`config.mk`:
```
export PLATFORM = sky130hd
export DESIGN_NAME = box_intersection_over_union
export DESIGN_NICKNAME = d
export VERILOG_FILES = /design/src/boxiou_pkg.sv /design/src/box_intersection_over_union.sv
export SDC_FILE = /design/constraint.sdc
export NUM_CORES = 2
export LEC_CHECK = 0
export BUFFER_PORTS_ARGS = -buffer_cell sky130_fd_sc_hd__clkbuf_2
export CORE_UTILIZATION = 54
export DETAILED_ROUTE_END_ITERATION = 8
export GPL_TIMING_DRIVEN = 0
export PLACE_DENSITY = 0.7
export SKIP_CTS_REPAIR_TIMING = 1
export SLEW_MARGIN = 20
export SYNTH_ARGS = -nofsm -noshare
export SYNTH_HDL_FRONTEND = slang
export SYNTH_SLANG_ARGS = --single-unit
export TNS_END_PERCENT = 100
```
`constraint.sdc`:
```
create_clock -name clk -period 11.1 [get_ports clk]
set_input_delay 0.555 -clock clk [delete_from_list [all_inputs] [get_ports clk]]
set_output_delay 0.555 -clock clk [all_outputs]
set_load 0.01 [all_outputs]
```
`src/boxiou_pkg.sv`:
```
// Package for box_intersection_over_union: field widths and transaction types.
package boxiou_pkg;

  // Pixel coordinate and size width, and fraction bits of the overlap ratio
  localparam int COORD_BITS = 12;
  localparam int FRAC_BITS  = 16;

  localparam int AREA_BITS  = 2 * COORD_BITS;
  localparam int UNION_BITS = AREA_BITS + 1;
  localparam int RATIO_BITS = FRAC_BITS + 1;

  localparam logic [RATIO_BITS-1:0] RATIO_ONE = RATIO_BITS'(1) << FRAC_BITS;

  typedef logic [COORD_BITS-1:0] coord_t;

  typedef struct packed {
    coord_t box_a_x;
    coord_t box_a_y;
    coord_t box_a_width;
    coord_t box_a_height;
    coord_t box_b_x;
    coord_t box_b_y;
    coord_t box_b_width;
    coord_t box_b_height;
  } boxiou_in_t;

  typedef struct packed {
    logic [RATIO_BITS-1:0] overlap_ratio;
    logic                  empty_union;
  } boxiou_out_t;

endpackage

```
`src/box_intersection_over_union.sv`:
```
// Top level: pipelined intersection over union of two axis-aligned boxes.
// Depth: 3 + FRAC_BITS + 1 register stages (20 at FRAC_BITS = 16).
// Throughput: one transaction per cycle while in_stall is low; each stage advances
//   on its own, so bubbles collapse and in_stall rises only once all stages hold data.
// Reset: synchronous, active low rst_n clears every stage valid bit; payload is not reset.
module box_intersection_over_union (
  input  logic                     clk,
  input  logic                     rst_n,
  input  logic                     in_valid,
  output logic                     in_stall,
  input  boxiou_pkg::boxiou_in_t   in_data,
  output logic                     out_valid,
  input  logic                     out_stall,
  output boxiou_pkg::boxiou_out_t  out_data
);

  localparam int CB = boxiou_pkg::COORD_BITS;
  localparam int AB = boxiou_pkg::AREA_BITS;
  localparam int UB = boxiou_pkg::UNION_BITS;
  localparam int QB = boxiou_pkg::RATIO_BITS;
  localparam int FB = boxiou_pkg::FRAC_BITS;

  // Stage map: overlap lengths, products, union, then one quotient bit per stage.
  localparam int S_OVL   = 0;
  localparam int S_AREA  = 1;
  localparam int S_UNION = 2;
  localparam int S_DIV0  = 3;
  localparam int NSTG    = S_DIV0 + FB + 1;
  localparam int NDIV    = FB + 1;

  // ---------------------------------------------------------------------------
  // Flow control: a stage may load when it is empty or some stage after it is
  // empty, or when the output is being taken. Written in parallel form rather
  // than as a ripple through every stage.
  // ---------------------------------------------------------------------------
  logic [NSTG-1:0] vld_r;
  logic [NSTG-1:0] vld_nxt;
  logic [NSTG-1:0] rdy;

  always_comb begin
    logic [NSTG-1:0] low_mask;
    low_mask = '0;
    for (int i = 0; i < NSTG; i++) begin
      low_mask = NSTG'((64'd1 << i) - 64'd1);
      rdy[i]   = !out_stall || ((vld_r | low_mask) != {NSTG{1'b1}});
    end
  end

  always_comb begin
    for (int i = 0; i < NSTG; i++) begin
      if (rdy[i]) begin
        vld_nxt[i] = (i == 0) ? in_valid : vld_r[(i == 0) ? 0 : i - 1];
      end else begin
        vld_nxt[i] = vld_r[i];
      end
    end
  end

  always_ff @(posedge clk) begin
    if (!rst_n) begin
      vld_r <= '0;
    end else begin
      vld_r <= vld_nxt;
    end
  end

  assign in_stall = !rdy[S_OVL];

  // ---------------------------------------------------------------------------
  // Stage 1: clip the overlap on each axis. Far edges are one bit wider so they
  // never wrap; the overlap never exceeds the narrower box, so it fits CB bits.
  // ---------------------------------------------------------------------------
  logic [CB-1:0] ovl_x_r, ovl_y_r, aw_r, ah_r, bw_r, bh_r;
  logic [CB-1:0] ovl_x_nxt, ovl_y_nxt;

  function automatic logic [CB-1:0] overlap_len(
    input logic [CB-1:0] s0, input logic [CB-1:0] l0,
    input logic [CB-1:0] s1, input logic [CB-1:0] l1
  );
    logic [CB:0] lo;
    logic [CB:0] hi;
    logic [CB:0] e0;
    logic [CB:0] e1;
    logic [CB:0] diff;
    e0   = {1'b0, s0} + {1'b0, l0};
    e1   = {1'b0, s1} + {1'b0, l1};
    lo   = (s0 > s1) ? {1'b0, s0} : {1'b0, s1};
    hi   = (e0 < e1) ? e0 : e1;
    diff = hi - lo;
    return (hi > lo) ? diff[CB-1:0] : '0;
  endfunction

  always_comb begin
    ovl_x_nxt = overlap_len(in_data.box_a_x, in_data.box_a_width,
                            in_data.box_b_x, in_data.box_b_width);
    ovl_y_nxt = overlap_len(in_data.box_a_y, in_data.box_a_height,
                            in_data.box_b_y, in_data.box_b_height);
  end

  always_ff @(posedge clk) begin
    if (rdy[S_OVL]) begin
      ovl_x_r <= ovl_x_nxt;
      ovl_y_r <= ovl_y_nxt;
      aw_r    <= in_data.box_a_width;
      ah_r    <= in_data.box_a_height;
      bw_r    <= in_data.box_b_width;
      bh_r    <= in_data.box_b_height;
    end
  end

  // ---------------------------------------------------------------------------
  // Stage 2: three independent CB x CB products.
  // ---------------------------------------------------------------------------
  logic [AB-1:0] inter_r, area_a_r, area_b_r;

  always_ff @(posedge clk) begin
    if (rdy[S_AREA]) begin
      inter_r  <= AB'(ovl_x_r) * AB'(ovl_y_r);
      area_a_r <= AB'(aw_r) * AB'(ah_r);
      area_b_r <= AB'(bw_r) * AB'(bh_r);
    end
  end

  // ---------------------------------------------------------------------------
  // Stage 3: union area. The intersection never exceeds either area, so the
  // difference cannot go negative.
  // ---------------------------------------------------------------------------
  logic [UB-1:0] union_r;
  logic [AB-1:0] inter2_r;
  logic [UB-1:0] union_nxt;

  assign union_nxt = UB'(area_a_r) + UB'(area_b_r) - UB'(inter_r);

  always_ff @(posedge clk) begin
    if (rdy[S_UNION]) begin
      union_r  <= union_nxt;
      inter2_r <= inter_r;
    end
  end

  // ---------------------------------------------------------------------------
  // Divider: restoring division, one quotient bit per stage. The intersection
  // is at most the union, so the top (integer) bit is set only for identical
  // boxes or an empty union, and for a nonempty union the remainder stays below the divisor.
  // ---------------------------------------------------------------------------
  logic [UB-1:0] rem_r   [NDIV];
  logic [QB-1:0] quo_r   [NDIV];
  logic [UB-1:0] dvs_r   [NDIV];
  logic          empty_r [NDIV];
  logic [UB-1:0] rem_nxt [NDIV];
  logic [QB-1:0] quo_nxt [NDIV];

  always_comb begin
    logic          ge0;
    logic [UB:0]   sh;
    logic [UB:0]   sub;
    logic          ge;
    ge0 = UB'(inter2_r) >= union_r;
    rem_nxt[0] = ge0 ? (UB'(inter2_r) - union_r) : UB'(inter2_r);
    quo_nxt[0] = QB'(ge0);
    sh  = '0;
    sub = '0;
    ge  = 1'b0;
    for (int d = 1; d < NDIV; d++) begin
      sh         = {rem_r[d-1], 1'b0};
      sub        = sh - {1'b0, dvs_r[d-1]};
      ge         = sh >= {1'b0, dvs_r[d-1]};
      rem_nxt[d] = ge ? sub[UB-1:0] : sh[UB-1:0];
      quo_nxt[d] = {quo_r[d-1][QB-2:0], ge};
    end
  end

  always_ff @(posedge clk) begin
    for (int d = 0; d < NDIV; d++) begin
      if (rdy[S_DIV0 + d]) begin
        rem_r[d]   <= rem_nxt[d];
        quo_r[d]   <= quo_nxt[d];
        dvs_r[d]   <= (d == 0) ? union_r : dvs_r[(d == 0) ? 0 : d - 1];
        empty_r[d] <= (d == 0) ? (union_r == '0) : empty_r[(d == 0) ? 0 : d - 1];
      end
    end
  end

  // ---------------------------------------------------------------------------
  // Output: the last divider stage is the output register. Force the ratio to
  // zero for an empty union.
  // ---------------------------------------------------------------------------
  assign out_valid              = vld_r[NSTG-1];
  assign out_data.empty_union   = empty_r[NDIV-1];
  assign out_data.overlap_ratio = empty_r[NDIV-1] ? '0 : quo_r[NDIV-1];

endmodule

```
======== Word level (Yosys, flattened, before mapping) ========
Memories as Yosys holds them, arrays and structs flattened.
Cells that the tools add are included.
word-level totals
  memories kept ........................... 4
  output and inout bits ................... 20
  register bits ........................... 213
  bits of input ports ..................... 100
  RAM bits ................................ 1156
  word-level logic and storage cells ...... 185
cells by class
  eq/ne operators ......................... 19
  bitwise logic cells ..................... 1
  $add $sub $neg .......................... 25
  order comparisons ....................... 23
  multipliers ............................. 3
  reduce and logical (&&, ||, !) cells .... 23
  muxes and demuxes ....................... 56
memories
  memory   depth  bits a word  read ports  clocked after Yosys merged registers in  wr ports  line                                text
  dvs_r    17     25           16          0                                        17        box_intersection_over_union.sv:148  logic [UB-1:0] dvs_r [NDIV];
  rem_r    17     25           16          0                                        17        box_intersection_over_union.sv:146  logic [UB-1:0] rem_r [NDIV];
  quo_r    17     17           17          0                                        17        box_intersection_over_union.sv:147  logic [QB-1:0] quo_r [NDIV];
  empty_r  17     1            17          0                                        17        box_intersection_over_union.sv:149  logic empty_r [NDIV];
operators with widths
  kind                                                            number
  25-bit 2-to-1 mux                                               17
  26-bit by 25-bit greater-or-equal comparator with 1-bit output  16
  25-bit subtractor                                               16
  12-bit by 12-bit multiplier with 24-bit output                  3
  12-bit by 12-bit adder with 13-bit output                       4
  1-bit 2-to-1 mux                                                34
  13-bit by 12-bit greater-than comparator with 1-bit output      2
  13-bit < comparator                                             2
  13-bit 2-to-1 mux                                               2
  24-bit by 24-bit adder with 25-bit output                       1
  24-bit by 25-bit greater-or-equal comparator with 1-bit output  1
  25-bit zero test                                                1
  24-bit by 25-bit subtractor with 25-bit output                  1
  25-bit by 24-bit subtractor with 25-bit output                  1
  12-bit greater-than comparator                                  2
  12-bit 2-to-1 mux                                               2
  12-bit subtractor                                               2
  1-bit logical OR                                                20
  20-bit inequality test (second input constant)                  1
  19-bit inequality test (second input constant)                  1
  18-bit inequality test (second input constant)                  1
  17-bit 2-to-1 mux                                               1
  17-bit inequality test (second input constant)                  1
  16-bit inequality test (second input constant)                  1
  other kinds (16)                                                17

======== Depth between registers and ports, before layout ========
  depth in word-level cells ............... 4
  gate-level depth with buffers ........... 31
  depth with buffers taken out ............ 30

======== Worst setup path after synthesis ========
No wires, ideal clock.
  path type ............................... input-to-reg
  start ................................... input port in_data[61] (netlist name)
  end ..................................... register ovl_x_r[7] (data pin)
  slack ................................... 4.494 ns
  arrival time ............................ 6.352 ns
  stages .................................. 30
  required time ........................... 10.845 ns
  library setup time ...................... 0.255 ns
  path buffers ............................ 2
  cells stage by stage .................... ha_1 > a21o_1 > a21oi_1 > nor2b_1 > o21a_1 > o311a_1 > o21a_1 > o21ai_0 > nor2b_1 > xnor2_1 > ha_1 > nand2_1 > a21oi_1 > a221oi_1 > o311ai_0 > a31o_2 > a21oi_1 > buf_2 > mux2i_1 > ha_1 > a21o_1 > a21oi_1 > o21ai_0 > o41ai_1 > o22ai_1 > o41a_1 > a21boi_0 > mux2i_1 > clkbuf_1 > and2_1
on the way
  longest elaborated chain between the ends .. 4
  elaborated cells on any way between the ends .. 5
  classes of those cells .................. 2 x add/sub; 2 x order compare; 1 x mux
ends and longest elaborated chain
  what                                                                                             line                                                                  text
  start: declaration                                                                               box_intersection_over_union.sv:11                                     input boxiou_pkg::boxiou_in_t in_data,
  12-bit by 12-bit adder with 13-bit output *                                                      box_intersection_over_union.sv:85                                     e0 = {1'b0, s0} + {1'b0, l0};
  13-bit < comparator                                                                              box_intersection_over_union.sv:88                                     hi = (e0 < e1) ? e0 : e1;
  13-bit 2-to-1 mux *                                                                              box_intersection_over_union.sv:88
  12-bit subtractor or 13-bit by 12-bit greater-than comparator with 1-bit output (tied branches)  box_intersection_over_union.sv:89, box_intersection_over_union.sv:90
  end signal: assignment                                                                           box_intersection_over_union.sv:102                                    ovl_x_r <= ovl_x_nxt;
  end: declaration                                                                                 box_intersection_over_union.sv:73                                     logic [CB-1:0] ovl_x_r, ovl_y_r, aw_r, ah_r, bw_r, bh_r;
Every way passes the cells marked *; elsewhere a longest branch is shown, timed or not.
A chain may end at the register's enable or synchronous reset.

======== Worst setup path after layout ========
  start ................................... input port in_data[60] (netlist name)
  end ..................................... register ovl_x_r[7] (data pin)
Same word-level chain as after synthesis.

==> flow_metrics.tcl <==
set metrics [dict create \
    status "finished clean" \
    holdCritPathClass "in2reg" \
    dr.first_iter.drc_count 3693 \
    layout-area-overhead-vs-synth_pct 10.12 \
    gp_congestion 0.9506 \
    timing.critical_path.buf_inv 4 \
    cpMostUsedCell "a21oi_1" \
    placeableCoreArea_um2 148200 \
    clkSlewWorstSetupHoldPaths_ns 0.06 \
    grt_antenna_before_repair 1 \
    final_report_setup_violation_count 0 \
    syn_area_per_cell_um2 10.78 \
    crit_path_top_delay_cell "o41ai_1" \
    setup.worst_path.class "in2reg" \
    timing.setup.tns_ns 0 \
    vias_per_cell 5.672 \
    report.final.slew_viol_count 0 \
    place.detailed.hpwl_um 153800 \
    netlist.area_leader.share_pct 43.21 \
    clock_tree.root_cell "clkbuf_16" \
    worst_setup_start_kind "primary input" \
    groute.usage.overall_pct 25.56 \
    post_synth_inst_count 7501 \
    dominantRegCellSynth "edfxtp_1" \
    finish.net_count 8989 \
    number_of_top_level_pins 120 \
    crit_path_max_fanout 10 \
    setup_repair_after_global_routing_missed_its_margin "no" \
    number_of_antenna_violating_nets_in_the_routed_design 0 \
    share_of_post_route_cells_with_drive_strength_above_1_pct 8.090 \
    detail_route.wl_per_cell_um 19.72 \
    yosysMostFrequentCell "edfxtp_1" \
    critical_path_required_ns 11.56 \
    cts-root-to-sink-buffers 3 \
    r2r_start "ah_r[5]" \
    synth-seq-cells 1183 \
    critical-path-max-stage-delay_ns 0.55 \
    synth.yosys.warnings 0 \
    cts_tree "done" \
    dieArea_um2 151200 \
    cp.arrival_ns 8.12 \
    grt_max_degree 61 \
    initial_utilization_pct 54.54 \
    place.port_buffers 118 \
    ys_top_cells_by_area "edfxtp_1, ha_1, fa_1" \
    synth-edff-count 1163 \
    worst-slew-pin-transition_ns 1.060 \
    setup.worst_path.start "in_data[60]" \
    grt_first_pass_wirelength_um 303300 \
    netlist.top_cell.by_area "edfxtp_1" \
    grt_pass1_vias 55080 \
    timing.hold.worst.start "in_data[70]" \
    detailroute.via_count 55750 \
    async_flop_share_pct 0 \
    timing.slew.headroom_pct 28.88 \
    cts_num_sinks 1183 \
    final_period_minus_worst_setup_slack_ns 7.655 \
    yosys.cell_types.count 91 \
    period_share_pct 68.97 \
    worstSkewPairLatency_ns 0.77 \
    fp.dieW_um 388.9 \
    placement_rows 141 \
    cts-buffers-inserted 136 \
    synth.cells.most_frequent "edfxtp_1, inv_1, ha_1, nand2_1, a21oi_1" \
    drt_drc_violations_left 0 \
    maxClockFrequency_ghz 0.1306 \
    routed_wl_um 193800 \
    finClkSkew_ns 0.04730 \
    critical_path.top_delay_family "compound AO/OA/AOI/OAI gates" \
    syn_nets 8699 \
    number_of_levels_in_the_clock_h_tree 4 \
    die_h_um 388.9 \
    hold_viol 0 \
    gr-total-overflow 0 \
    yosysSeqAreaShare_pct 43.70 \
    number_of_search_and_repair_iterations_in_the_first_detailed_routing_pass 6 \
    worstSetupEndpointType "register" \
    maxCapViolCount 0 \
    mapped_cell_area_um2 80830 \
]
-- sequential cells by signal, indices dropped and copies added (netlist names) --
register	cells
rem_r	400
ah_r	12
quo_r	153
inter2_r	24
empty_r	17
ovl_y_r	12
vld_r	20
aw_r	12
inter_r	24
area_b_r	24
bw_r	12
area_a_r	24
dvs_r	400
ovl_x_r	12
union_r	25
bh_r	12
-- path summary, 6_finish.rpt --
check | endpoint | slack [ns] | cells after the start
setup / recovery | ovl_x_r[7] | 3.44 | 32
setup reg to reg | area_a_r[23] | 4.19 | 21
hold reg to reg | quo_r[0][180] | 0.41 | 0
hold / removal | aw_r[10] | 0.03 | 1
-- kinds of logic after synthesis --
logic type      Yosys count  share of synthesized area [%]
compound gates         1476                          11.57
xor+xnor                423                          4.584
fa+ha+maj              1098                          20.21
buf+inv                1271                          5.989
flops                  1183                          43.70
mux                     215                          3.022
simple gates           1835                          10.92
-- routing by layer --
layer	vias to the layer above	global-route usage [%]	part of all wire, %
met5	-	0	0
met4	0	8.089	3.1
met3	311	3.590	5.4
met2	1608	42.79	48
met1	27100	34.36	44
li1	26740	-	-
-- cells in the final DEF, fill, tap and decap left out, types with 111 or more instances in the layout --
| cell type | instances |
|---|---|
| clkbuf_16 | 141 |
| a21o_1 | 209 |
| xnor2_1 | 280 |
| fa_1 | 346 |
| inv_1 | 1107 |
| and2_1 | 195 |
| clkbuf_2 | 118 |
| nor2b_1 | 111 |
| o21ai_0 | 329 |
| xor2_1 | 143 |
| edfxtp_1 | 1163 |
| nor2_1 | 394 |
| nand2_1 | 599 |
| a21oi_1 | 465 |
| nand3_1 | 111 |
| mux2_2 | 159 |
| clkbuf_1 | 135 |
| ha_1 | 752 |
-- final cells by class --
type | instances | area (µm²)
fill | 12170 | 59190
multi-input combinational | 5047 | 40750
sequential | 1183 | 35320
inverter | 1117 | 4210
clock buffer | 163 | 3621
tap | 1930 | 2415
timing repair buffer | 152 | 1216
clock inverter | 83 | 823.3
buffer | 154 | 648.1
antenna | 1 | 2.502
-- through the flow --
stage,cell area [µm²],hold WS [ns],worst slack (ns),std cells,utilization (%)
4_1_cts,88840,-0.04499,4.058,9813,59.95
2_1_floorplan,80830,0.4003,4.494,7501,-
5_1_grt,89000,0.002046,2.942,9829,60.06
6_report,89010,0.02773,3.445,9830,60.06
3_3_place_gp,83830,0.4004,1.875,9549,56.57
3_5_place_dp,84390,0.4045,3.301,9567,56.95
-- worst register-to-register path, stage by stage (launching register included) --
cell and delay [ns]:
edfxtp_1 0.46, clkbuf_1 0.41, nand2_1 0.15, fa_1 0.61, fa_1 0.45, fa_1 0.50
inv_1 0.06, fa_1 0.55, inv_1 0.06, fa_1 0.53, inv_1 0.06, ha_1 0.25
nor4_1 0.28, o21ai_0 0.18, o211ai_1 0.20, a21oi_1 0.18, o41a_1 0.37, a41o_1 0.28
o41a_1 0.35, a21oi_1 0.17, o21ba_2 0.14, xor2_1 0.39
Power is not shown: default switching activity piles up to over one toggle a cycle in this logic, so the estimate is an artifact.
